$ cat config.mk
export PLATFORM = sky130hd
export DESIGN_NAME = utf8_stream_decoder_unit
export DESIGN_NICKNAME = d
export VERILOG_FILES = /design/src/hdl/u8sd_pkg.sv /design/src/hdl/utf8_stream_decoder_unit.sv /design/src/hdl/u8sd_front.sv /design/src/hdl/u8sd_queue.sv /design/src/hdl/u8sd_back.sv
export SDC_FILE = /design/constraint.sdc
export NUM_CORES = 1
export LEC_CHECK = 0
export ABC_CLOCK_PERIOD_IN_PS = 7100
export BUFFER_PORTS_ARGS = -buffer_cell sky130_fd_sc_hd__buf_2
export CORE_UTILIZATION = 40
export DETAILED_ROUTE_END_ITERATION = 12
export MAX_ROUTING_LAYER = met4
export PLACE_DENSITY = 0.69
export SLEW_MARGIN = 0
export SYNTH_ARGS = -nofsm -noshare
export SYNTH_HDL_FRONTEND = slang
export SYNTH_SLANG_ARGS = --single-unit
$ cat constraint.sdc
create_clock -name clock -period 7.1 [get_ports clock]
set_input_delay 1.065 -clock clock [delete_from_list [all_inputs] [get_ports clock]]
set_output_delay 1.065 -clock clock [all_outputs]
set_load 0.1 [all_outputs]
$ cat src/hdl/u8sd_pkg.sv
`default_nettype none
// ----------------------------------------------------------------------------
// u8sd_pkg
// Shared types and constants for the UTF-8 stream decoder: result status
// codes, the work item passed from the byte front end to the result back end,
// and the byte / code point limits used by classification and checking.
// ----------------------------------------------------------------------------
package u8sd_pkg;

   localparam int CP_WIDTH           = 21;
   localparam int SHOWN_COUNT_WIDTH  = 32;
   localparam int COUNT_BITS_DEFAULT = 32;

   // Byte classes
   localparam logic [7:0] CONT_MIN   = 8'h80;  // first continuation byte
   localparam logic [7:0] LEAD_BASE  = 8'hC0;  // first lead-byte pattern
   localparam logic [7:0] LEAD_MIN   = 8'hC2;  // smallest non-overlong lead
   localparam logic [7:0] LEAD3_MIN  = 8'hE0;
   localparam logic [7:0] LEAD4_MIN  = 8'hF0;
   localparam logic [7:0] LEAD_LIMIT = 8'hF5;  // leads from here up are bad

   // Code point limits
   localparam logic [CP_WIDTH-1:0] REPLACEMENT_CP = 21'h00FFFD;
   localparam logic [CP_WIDTH-1:0] TWO_BYTE_MIN   = 21'h000080;
   localparam logic [CP_WIDTH-1:0] THREE_BYTE_MIN = 21'h000800;
   localparam logic [CP_WIDTH-1:0] SURR_LO        = 21'h00D800;
   localparam logic [CP_WIDTH-1:0] SURR_HI        = 21'h00E000;
   localparam logic [CP_WIDTH-1:0] FOUR_BYTE_MIN  = 21'h010000;
   localparam logic [CP_WIDTH-1:0] CP_LIMIT       = 21'h110000;

   typedef enum logic [1:0] {
      ST_VALID      = 2'd0,
      ST_INVALID    = 2'd1,
      ST_INCOMPLETE = 2'd2,
      ST_ENDED      = 2'd3
   } status_type;

   // What the back end does with a work item
   typedef enum logic [1:0] {
      OP_EMIT = 2'd0,  // literal code point and status as given
      OP_BAD  = 2'd1,  // invalid result, value set by replace mode
      OP_SEQ  = 2'd2   // multi-byte sequence to assemble and check
   } op_type;

   typedef struct packed {
      op_type     op;
      status_type status;
      logic [7:0] lit;    // literal code point (ASCII or zero)
      logic [7:0] lead;
      logic [7:0] b0;
      logic [7:0] b1;
      logic [7:0] b2;
      logic [1:0] need;   // continuation bytes of the sequence
      logic       last;
   } work_type;

endpackage : u8sd_pkg
`default_nettype wire

$ cat src/hdl/utf8_stream_decoder_unit.sv
`default_nettype none
// ----------------------------------------------------------------------------
// utf8_stream_decoder_unit
// UTF-8 byte stream decoder: one byte per transaction in, at most one code
// point result per byte out, with a saturating count of decoded characters.
// ----------------------------------------------------------------------------
// Throughput: one byte per cycle unless rsp_tready back-pressure fills the
//   two-entry work queue that joins the front end and the back end.
// Path: the edge that accepts the final byte writes the queue, then the
//   back-end output register loads the result onto rsp_*.
// Reset: synchronous, active high; clears sequence state, queue, count and
//   replace_mode; no clearing pass is needed.
module utf8_stream_decoder_unit #(
   parameter int COUNT_BITS = u8sd_pkg::COUNT_BITS_DEFAULT
) (
   input  wire logic        clock,
   input  wire logic        reset,
   // configuration
   input  wire logic        csr_wr_en,
   input  wire logic        csr_wr_data,  // replace_mode
   // byte stream
   input  wire logic        req_tvalid,
   output logic             req_tready,
   input  wire logic [7:0]  req_tdata,    // [7:0] in_byte
   input  wire logic        req_tlast,    // last_byte
   // results
   output logic             rsp_tvalid,
   input  wire logic        rsp_tready,
   output logic [55:0]      rsp_tdata,    // [20:0] code_point, [52:21] char_count
   output logic [1:0]       rsp_tuser,    // [1:0] status
   output logic             rsp_tlast     // end_flag
);
   import u8sd_pkg::*;

   logic                         replace_ff;
   logic                         q_full;
   logic                         q_push;
   work_type                     push_item;
   logic                         q_valid;
   logic                         q_pop;
   work_type                     head_item;
   logic [CP_WIDTH-1:0]          code_point;
   logic [SHOWN_COUNT_WIDTH-1:0] char_count;

   // Replace-mode register
   always_ff @(posedge clock) begin
      if (reset) begin
         replace_ff <= 1'b0;
      end else if (csr_wr_en) begin
         replace_ff <= csr_wr_data;
      end
   end

   u8sd_front u_front (
      .clock      (clock),
      .reset      (reset),
      .req_tvalid (req_tvalid),
      .req_tready (req_tready),
      .req_tdata  (req_tdata),
      .req_tlast  (req_tlast),
      .q_full     (q_full),
      .q_push     (q_push),
      .q_item     (push_item)
   );

   u8sd_queue u_queue (
      .clock     (clock),
      .reset     (reset),
      .push      (q_push),
      .push_item (push_item),
      .full      (q_full),
      .pop       (q_pop),
      .valid     (q_valid),
      .head_item (head_item)
   );

   u8sd_back #(
      .COUNT_BITS (COUNT_BITS)
   ) u_back (
      .clock          (clock),
      .reset          (reset),
      .replace_mode   (replace_ff),
      .q_valid        (q_valid),
      .q_item         (head_item),
      .q_pop          (q_pop),
      .rsp_tvalid     (rsp_tvalid),
      .rsp_tready     (rsp_tready),
      .rsp_code_point (code_point),
      .rsp_status     (rsp_tuser),
      .rsp_end        (rsp_tlast),
      .rsp_count      (char_count)
   );

   assign rsp_tdata = {3'b000, char_count, code_point};

endmodule : utf8_stream_decoder_unit
`default_nettype wire

$ cat src/hdl/u8sd_front.sv
`default_nettype none
// ----------------------------------------------------------------------------
// u8sd_front
// Byte front end: accepts one byte per cycle unless q_full, tracks the open
// sequence and the string-ended state, and queues one work item per result.
// ----------------------------------------------------------------------------
module u8sd_front (
   input  wire logic              clock,
   input  wire logic              reset,
   input  wire logic              req_tvalid,
   output logic                   req_tready,
   input  wire logic [7:0]        req_tdata,
   input  wire logic              req_tlast,
   input  wire logic              q_full,
   output logic                   q_push,
   output u8sd_pkg::work_type     q_item
);
   import u8sd_pkg::*;

   logic       accept;
   logic       push;
   work_type   item;

   logic [1:0] need_ff, need_in;
   logic [1:0] held_ff, held_in;
   logic       done_ff, done_in;
   logic [7:0] lead_ff, lead_in;
   logic [7:0] seq0_ff, seq0_in;
   logic [7:0] seq1_ff, seq1_in;
   logic [1:0] held_next;

   assign req_tready = !q_full;
   assign accept     = req_tvalid && req_tready;
   assign held_next  = held_ff + 2'd1;

   // Classify the byte and update sequence state
   always_comb begin
      push        = 1'b0;
      item.op     = OP_EMIT;
      item.status = ST_VALID;
      item.lit    = '0;
      item.lead   = lead_ff;
      item.b0     = (held_ff == 2'd0) ? req_tdata : seq0_ff;
      item.b1     = (held_ff == 2'd1) ? req_tdata : seq1_ff;
      item.b2     = req_tdata;
      item.need   = need_ff;
      item.last   = req_tlast;
      need_in     = need_ff;
      held_in     = held_ff;
      done_in     = done_ff;
      lead_in     = lead_ff;
      seq0_in     = seq0_ff;
      seq1_in     = seq1_ff;
      if (accept) begin
         if (done_ff) begin
            // swallow bytes until the buffer ends
            if (req_tlast) begin
               done_in = 1'b0;
            end
         end else if (need_ff != 2'd0) begin
            if (held_next == need_ff) begin
               push    = 1'b1;
               item.op = OP_SEQ;
               need_in = 2'd0;
               held_in = 2'd0;
            end else if (req_tlast) begin
               push        = 1'b1;
               item.status = ST_INCOMPLETE;
               item.last   = 1'b1;
               need_in     = 2'd0;
               held_in     = 2'd0;
            end else begin
               if (held_ff == 2'd0) begin
                  seq0_in = req_tdata;
               end else begin
                  seq1_in = req_tdata;
               end
               held_in = held_next;
            end
         end else if (req_tdata == 8'd0) begin
            push        = 1'b1;
            item.status = ST_ENDED;
            item.last   = 1'b1;
            done_in     = !req_tlast;
         end else if (req_tdata < CONT_MIN) begin
            push     = 1'b1;
            item.lit = req_tdata;
         end else if (req_tdata < LEAD_BASE) begin
            // stray continuation byte, reported only at buffer end
            push    = req_tlast;
            item.op = OP_BAD;
         end else if (req_tdata < LEAD_MIN || req_tdata >= LEAD_LIMIT) begin
            push    = 1'b1;
            item.op = OP_BAD;
         end else if (req_tlast) begin
            push        = 1'b1;
            item.status = ST_INCOMPLETE;
         end else begin
            lead_in = req_tdata;
            held_in = 2'd0;
            if (req_tdata < LEAD3_MIN) begin
               need_in = 2'd1;
            end else if (req_tdata < LEAD4_MIN) begin
               need_in = 2'd2;
            end else begin
               need_in = 2'd3;
            end
         end
      end
   end

   assign q_push = push;
   assign q_item = item;

   // Control state
   always_ff @(posedge clock) begin
      if (reset) begin
         need_ff <= '0;
         held_ff <= '0;
         done_ff <= 1'b0;
         lead_ff <= '0;
      end else begin
         need_ff <= need_in;
         held_ff <= held_in;
         done_ff <= done_in;
         lead_ff <= lead_in;
      end
   end

   // Held continuation bytes
   always_ff @(posedge clock) begin
      seq0_ff <= seq0_in;
      seq1_ff <= seq1_in;
   end

`ifndef SYNTHESIS
   // Bytes held always stay below the bytes the lead announced
   a_held_below_need: assert property (@(posedge clock) disable iff (reset)
      (need_ff != 2'd0) |-> (held_ff < need_ff))
      else $error("held byte count reached sequence length");
`endif

endmodule : u8sd_front
`default_nettype wire

$ cat src/hdl/u8sd_queue.sv
`default_nettype none
// ----------------------------------------------------------------------------
// u8sd_queue
// Two-entry work queue between the front end and the back end.
// ----------------------------------------------------------------------------
module u8sd_queue (
   input  wire logic               clock,
   input  wire logic               reset,
   input  wire logic               push,
   input  wire u8sd_pkg::work_type push_item,
   output logic                    full,
   input  wire logic               pop,
   output logic                    valid,
   output u8sd_pkg::work_type      head_item
);
   import u8sd_pkg::*;

   work_type   mem_ff [2];
   logic       wr_ptr_ff, wr_ptr_in;
   logic       rd_ptr_ff, rd_ptr_in;
   logic [1:0] count_ff, count_in;
   logic       do_pop;

   assign full      = (count_ff == 2'd2);
   assign valid     = (count_ff != 2'd0);
   assign head_item = mem_ff[rd_ptr_ff];
   assign do_pop    = pop && valid;

   // Pointer and fill count
   always_comb begin
      wr_ptr_in = push   ? !wr_ptr_ff : wr_ptr_ff;
      rd_ptr_in = do_pop ? !rd_ptr_ff : rd_ptr_ff;
      count_in  = count_ff + {1'b0, push} - {1'b0, do_pop};
   end

   always_ff @(posedge clock) begin
      if (reset) begin
         wr_ptr_ff <= 1'b0;
         rd_ptr_ff <= 1'b0;
         count_ff  <= '0;
      end else begin
         wr_ptr_ff <= wr_ptr_in;
         rd_ptr_ff <= rd_ptr_in;
         count_ff  <= count_in;
      end
   end

   // Entry storage
   always_ff @(posedge clock) begin
      if (push) begin
         mem_ff[wr_ptr_ff] <= push_item;
      end
   end

`ifndef SYNTHESIS
   a_no_overflow: assert property (@(posedge clock) disable iff (reset)
      full |-> !push)
      else $error("push into full work queue");
`endif

endmodule : u8sd_queue
`default_nettype wire

$ cat src/hdl/u8sd_back.sv
`default_nettype none
// ----------------------------------------------------------------------------
// u8sd_back
// Result back end: assembles and checks sequences, picks the error value,
// keeps the saturating character count and holds the output register.
// ----------------------------------------------------------------------------
module u8sd_back #(
   parameter int COUNT_BITS = u8sd_pkg::COUNT_BITS_DEFAULT
) (
   input  wire logic                clock,
   input  wire logic                reset,
   input  wire logic                replace_mode,
   input  wire logic                q_valid,
   input  wire u8sd_pkg::work_type  q_item,
   output logic                     q_pop,
   output logic                     rsp_tvalid,
   input  wire logic                rsp_tready,
   output logic [u8sd_pkg::CP_WIDTH-1:0]          rsp_code_point,
   output logic [1:0]                             rsp_status,
   output logic                                   rsp_end,
   output logic [u8sd_pkg::SHOWN_COUNT_WIDTH-1:0] rsp_count
);
   import u8sd_pkg::*;

   logic [CP_WIDTH-1:0]   asm_cp;
   logic                  cont_ok;
   logic                  range_ok;
   logic [CP_WIDTH-1:0]   bad_cp;
   logic [CP_WIDTH-1:0]   res_cp;
   status_type            res_status;

   logic                  valid_ff;
   logic [CP_WIDTH-1:0]   cp_ff;
   status_type            status_ff;
   logic                  end_ff;
   logic [COUNT_BITS-1:0] count_ff, count_in;

   assign q_pop  = q_valid && (!valid_ff || rsp_tready);
   assign bad_cp = replace_mode ? REPLACEMENT_CP : '0;

   // Assemble the code point and check continuation bits
   always_comb begin
      case (q_item.need)
         2'd1: begin
            asm_cp  = {10'd0, q_item.lead[4:0], q_item.b0[5:0]};
            cont_ok = (q_item.b0[7:6] == 2'b10);
         end
         2'd2: begin
            asm_cp  = {5'd0, q_item.lead[3:0], q_item.b0[5:0], q_item.b1[5:0]};
            cont_ok = (q_item.b0[7:6] == 2'b10) && (q_item.b1[7:6] == 2'b10);
         end
         default: begin
            asm_cp  = {q_item.lead[2:0], q_item.b0[5:0], q_item.b1[5:0],
                       q_item.b2[5:0]};
            cont_ok = (q_item.b0[7:6] == 2'b10) && (q_item.b1[7:6] == 2'b10)
                      && (q_item.b2[7:6] == 2'b10);
         end
      endcase
   end

   // Overlong, surrogate and upper range checks
   always_comb begin
      case (q_item.need)
         2'd1:    range_ok = (asm_cp >= TWO_BYTE_MIN);
         2'd2:    range_ok = (asm_cp >= THREE_BYTE_MIN) &&
                             !((asm_cp >= SURR_LO) && (asm_cp < SURR_HI));
         default: range_ok = (asm_cp >= FOUR_BYTE_MIN) && (asm_cp < CP_LIMIT);
      endcase
   end

   // Result selection
   always_comb begin
      unique case (q_item.op)
         OP_EMIT: begin
            res_cp     = {{(CP_WIDTH-8){1'b0}}, q_item.lit};
            res_status = q_item.status;
         end
         OP_SEQ: begin
            if (cont_ok && range_ok) begin
               res_cp     = asm_cp;
               res_status = ST_VALID;
            end else begin
               res_cp     = bad_cp;
               res_status = ST_INVALID;
            end
         end
         default: begin
            res_cp     = bad_cp;
            res_status = ST_INVALID;
         end
      endcase
   end

   // Saturating count of nonzero results
   always_comb begin
      count_in = count_ff;
      if (q_pop && (res_cp != '0) && (count_ff != '1)) begin
         count_in = count_ff + 1'b1;
      end
   end

   always_ff @(posedge clock) begin
      if (reset) begin
         valid_ff <= 1'b0;
         count_ff <= '0;
      end else begin
         count_ff <= count_in;
         if (q_pop) begin
            valid_ff <= 1'b1;
         end else if (rsp_tready) begin
            valid_ff <= 1'b0;
         end
      end
   end

   // Output payload
   always_ff @(posedge clock) begin
      if (q_pop) begin
         cp_ff     <= res_cp;
         status_ff <= res_status;
         end_ff    <= q_item.last;
      end
   end

   assign rsp_tvalid     = valid_ff;
   assign rsp_code_point = cp_ff;
   assign rsp_status     = status_ff;
   assign rsp_end        = end_ff;

   generate
      if (COUNT_BITS >= SHOWN_COUNT_WIDTH) begin : g_count_wide
         assign rsp_count = count_ff[SHOWN_COUNT_WIDTH-1:0];
      end else begin : g_count_narrow
         assign rsp_count = {{(SHOWN_COUNT_WIDTH-COUNT_BITS){1'b0}}, count_ff};
      end
   endgenerate

`ifndef SYNTHESIS
   a_valid_not_surrogate: assert property (@(posedge clock) disable iff (reset)
      (valid_ff && (status_ff == ST_VALID)) |->
         (cp_ff < SURR_LO || cp_ff >= SURR_HI) && (cp_ff < CP_LIMIT))
      else $error("valid result outside scalar range");
   a_no_value_on_end: assert property (@(posedge clock) disable iff (reset)
      (valid_ff && (status_ff == ST_INCOMPLETE || status_ff == ST_ENDED)) |->
         (cp_ff == '0) && end_ff)
      else $error("incomplete or ended result carries a value");
`endif

endmodule : u8sd_back
`default_nettype wire
==> flow_summary.json <==
{
  "cp-start-kind": "flop",
  "antenna_found_initial": 0,
  "status": "finished, final reports clean",
  "p_leak_nw": 3.218,
  "synth_top_family_by_area": "simple AND/OR/NAND/NOR gates",
  "rsz0062_at_grt": "no",
  "regToRegEndpoint": "u_back.rsp_count[10]",
  "layout.nets": 768,
  "wl_per_cell_microns": 17.25,
  "wl_met2_mm": 8.131,
  "crit_fanout": 55,
  "synth_compound_area_frac": 0.1027,
  "max-cap-violations": 0,
  "clock_latency_ns": 0.43,
  "start_util": 0.4128,
  "clock.fmax_mhz": 198.5,
  "yosys_warnings": 0,
  "cp-end-kind": "flop",
  "cts.sinks": 175,
  "grt_max_degree": 61,
  "power_density_nw_per_um2": 391.7,
  "yosysUniqueCellTypes": 70,
  "layout-drive-gt1-share": 0.2227,
  "peakVddDrop_v": 0.0001694,
  "post-route-min-period_ns": 5.037,
  "fin_hold_ws_ns": 0.4542,
  "finalClockSkew_ns": 0.01313,
  "viasPerCell": 5.553,
  "cp.required_ns": 7.45,
  "post_cts_buffers": 0,
  "top_layer": "met4",
  "cts-resized-gates": 0,
  "netlist_area_sq_um": 8140,
  "finalSetupViolations": 0,
  "place_congestion": 0.9190,
  "critPathKind": "reg -> reg",
  "fillers": 1798,
  "synth_cells": 687,
  "synth-simple-area-share": 0.1680,
  "io_buffers": 72,
  "drc": 0,
  "reg2reg_depth": 15,
  "drt_wl_total_mm": 17.66,
  "wl_met3_microns": 935,
  "dp.final_hpwl_mm": 11.75,
  "cts_tree": "built",
  "synth_seq_area_share": 0.5853,
  "route.antenna.remaining_nets": 0,
  "chipHeight_microns": 144.7,
  "synth-main-ff-cell": "edfxtp_1",
  "wl_met1_mm": 8.274,
  "fin_tns_setup_ns": 0,
  "crit_end": "u_back.rsp_count[10]",
  "rrSetupSlack_ns": 2.06,
  "seq_area_sq_um": 4766,
  "grt_remaining_overflow": 0,
  "async_flop_share": 0,
  "initialDrtViolationCount": 479,
  "synth_edf_count": 126,
  "worst_pin_slew_ns": 1.137,
  "synth_xor_area_frac": 0.005380,
  "grt_pass1_wl_mm": 27.48,
  "finalPower_mw": 3.616,
  "grt_usage": 0.1795,
  "grt_pass1_vias": 5179,
  "cts-root-buf": "clkbuf_16",
  "period_share": 0.7094,
  "cts-buffers-inserted": 17,
  "vias": 5686,
  "core_sq_um": 19720,
  "dieWidth_microns": 144.7,
  "hold_violations": 0,
  "rows": 51,
  "boundaryPins": 76,
  "synth-seq-cells": 175,
  "multiInputGateArea_sq_um": 3105,
  "syn_to_final_growth_pct": 13.39,
  "drv_slew": 0,
  "yosys.area_share.adder": 0.01076,
  "n_antenna_cell": 0,
  "slew_headroom": 0.2419,
  "dieArea_sq_um": 20930,
  "postSynthAreaPerCell_sq_um": 11.85,
  "synth.area.mux_share": 0.09238,
  "drtPass1Iterations": 5,
  "hp-class": "reg -> reg",
  "cts_buffer_depth": 2,
  "cts.htree.levels": 4,
  "worst_ep_arrival_time_ns": 5.38,
  "cts_hold_buffers": 0,
  "clkSlewWorstSetupHoldPaths_ns": 0.07
}
per-layer routing:
layer  GRT usage  vias up
met5           -        -
met3     0.02994       21
met1      0.2409     2729
met2      0.2723      194
met4     0.06870        0
li1            -     2742
area by class of cell:
class,instances,share of cell area
repair buffers,78,0.04392
well taps,265,0.03592
flip-flops and latches,175,0.5163
inverters,14,0.005693
multi-input cells,460,0.3365
clock inverters,10,0.01247
clock buffers,22,0.04921
cells in the final DEF, fill, tap and decap left out, types with 6 or more instances in the layout:
master and n:
a21oi_1 42, a22oi_1 7, and2_1 9, and3_1 11
buf_2 72, buf_4 6, clkbuf_16 17, dfxtp_1 48
edfxtp_1 126, ha_1 7, inv_1 13, mux2_2 41
mux2i_1 23, nand2_1 35, nand3_1 22, nand4_1 12
nor2_1 57, nor2b_1 16, nor3_1 21, nor4_1 7
o211ai_1 8, o21ai_0 29, o31ai_1 10, or3_1 7
or4_1 14
how the worst min path moves through the flow:
stage / from / to / slack, ns / cells past startpoint
after floorplan: u_front.need_ff[1] / u_queue.mem_ff[0][2] / 0.42 / 0
after global placement: u_front.lead_ff[2] / u_queue.mem_ff[0][29] / 0.43 / 0
after detailed placement: u_front.lead_ff[2] / u_queue.mem_ff[0][29] / 0.44 / 0
after CTS: u_front.lead_ff[2] / u_queue.mem_ff[1][29] / 0.46 / 0
after global routing: u_front.lead_ff[3] / u_queue.mem_ff[0][30] / 0.47 / 0
final: u_front.lead_ff[2] / u_queue.mem_ff[1][29] / 0.45 / 0
Yosys cell counts (all sizes together) (19+ instances only):
cell | instances | area (sq um)
o21ai | 29 | 145.1
a21oi | 42 | 210.2
clkbuf | 21 | 78.83
nand3 | 23 | 120.1
buf | 19 | 153.9
dfxtp | 49 | 980.9
edfxtp | 126 | 3784
nor2 | 57 | 214.0
mux2i | 23 | 230.2
nor3 | 23 | 131.4
nand2 | 35 | 131.4
mux2 | 46 | 521.7
critical path, cell delays in order, from the launching register on:
cell and delay, ns:
dfxtp_2 0.41, buf_4 0.60, mux2i_1 0.31, inv_1 0.07, ha_1 0.28, buf_4 0.32
inv_1 0.22, a2111oi_0 0.46, o211ai_1 0.19, nand2_1 0.19, nand3_2 0.25, a31oi_1 0.37
nor3_4 0.08, buf_4 0.29, or4b_2 0.68, a211oi_2 0.22
power breakdown:
group	internal, mW	total, mW	leakage, nW	switching (mW)
sequential	1.27	1.33	1.57	0.0528
combinational	0.332	1.39	1.37	1.05
clock	0.526	0.905	0.272	0.379
sequential cells by signal, summed over array words and instances (netlist names), 2 cells and up, named ones only:
register / count
u_back.rsp_code_point: 21
u_back.rsp_count: 32
u_back.rsp_status: 2
u_front.held_ff: 2
u_front.lead_ff: 5
u_front.need_ff: 2
u_front.seq0_ff: 8
u_front.seq1_ff: 8
u_queue.count_ff: 2
u_queue.mem_ff: 86
through the flow:
stage                       util  cell area, sq um  setup WS [ns]  instances
final                     0.4681              9230          2.063       1024
after detailed placement  0.4392              8661          2.146        992
after floorplan                -              8148         0.4950        689
after CTS                 0.4681              9230          2.145       1024
after global placement    0.4392              8661          2.203        992
after global routing      0.4681              9230          1.718       1024
cell families (layout without fill, tap and decap cells):
family,Yosys count,in the layout
compound gates,129,129
xor+xnor,5,5
fa+ha+maj,7,7
buf+inv,54,124
flops,175,175
mux,69,69
other cells,1,3
simple gates,247,247
No activity file was read; power rests on OpenSTA's default activity.
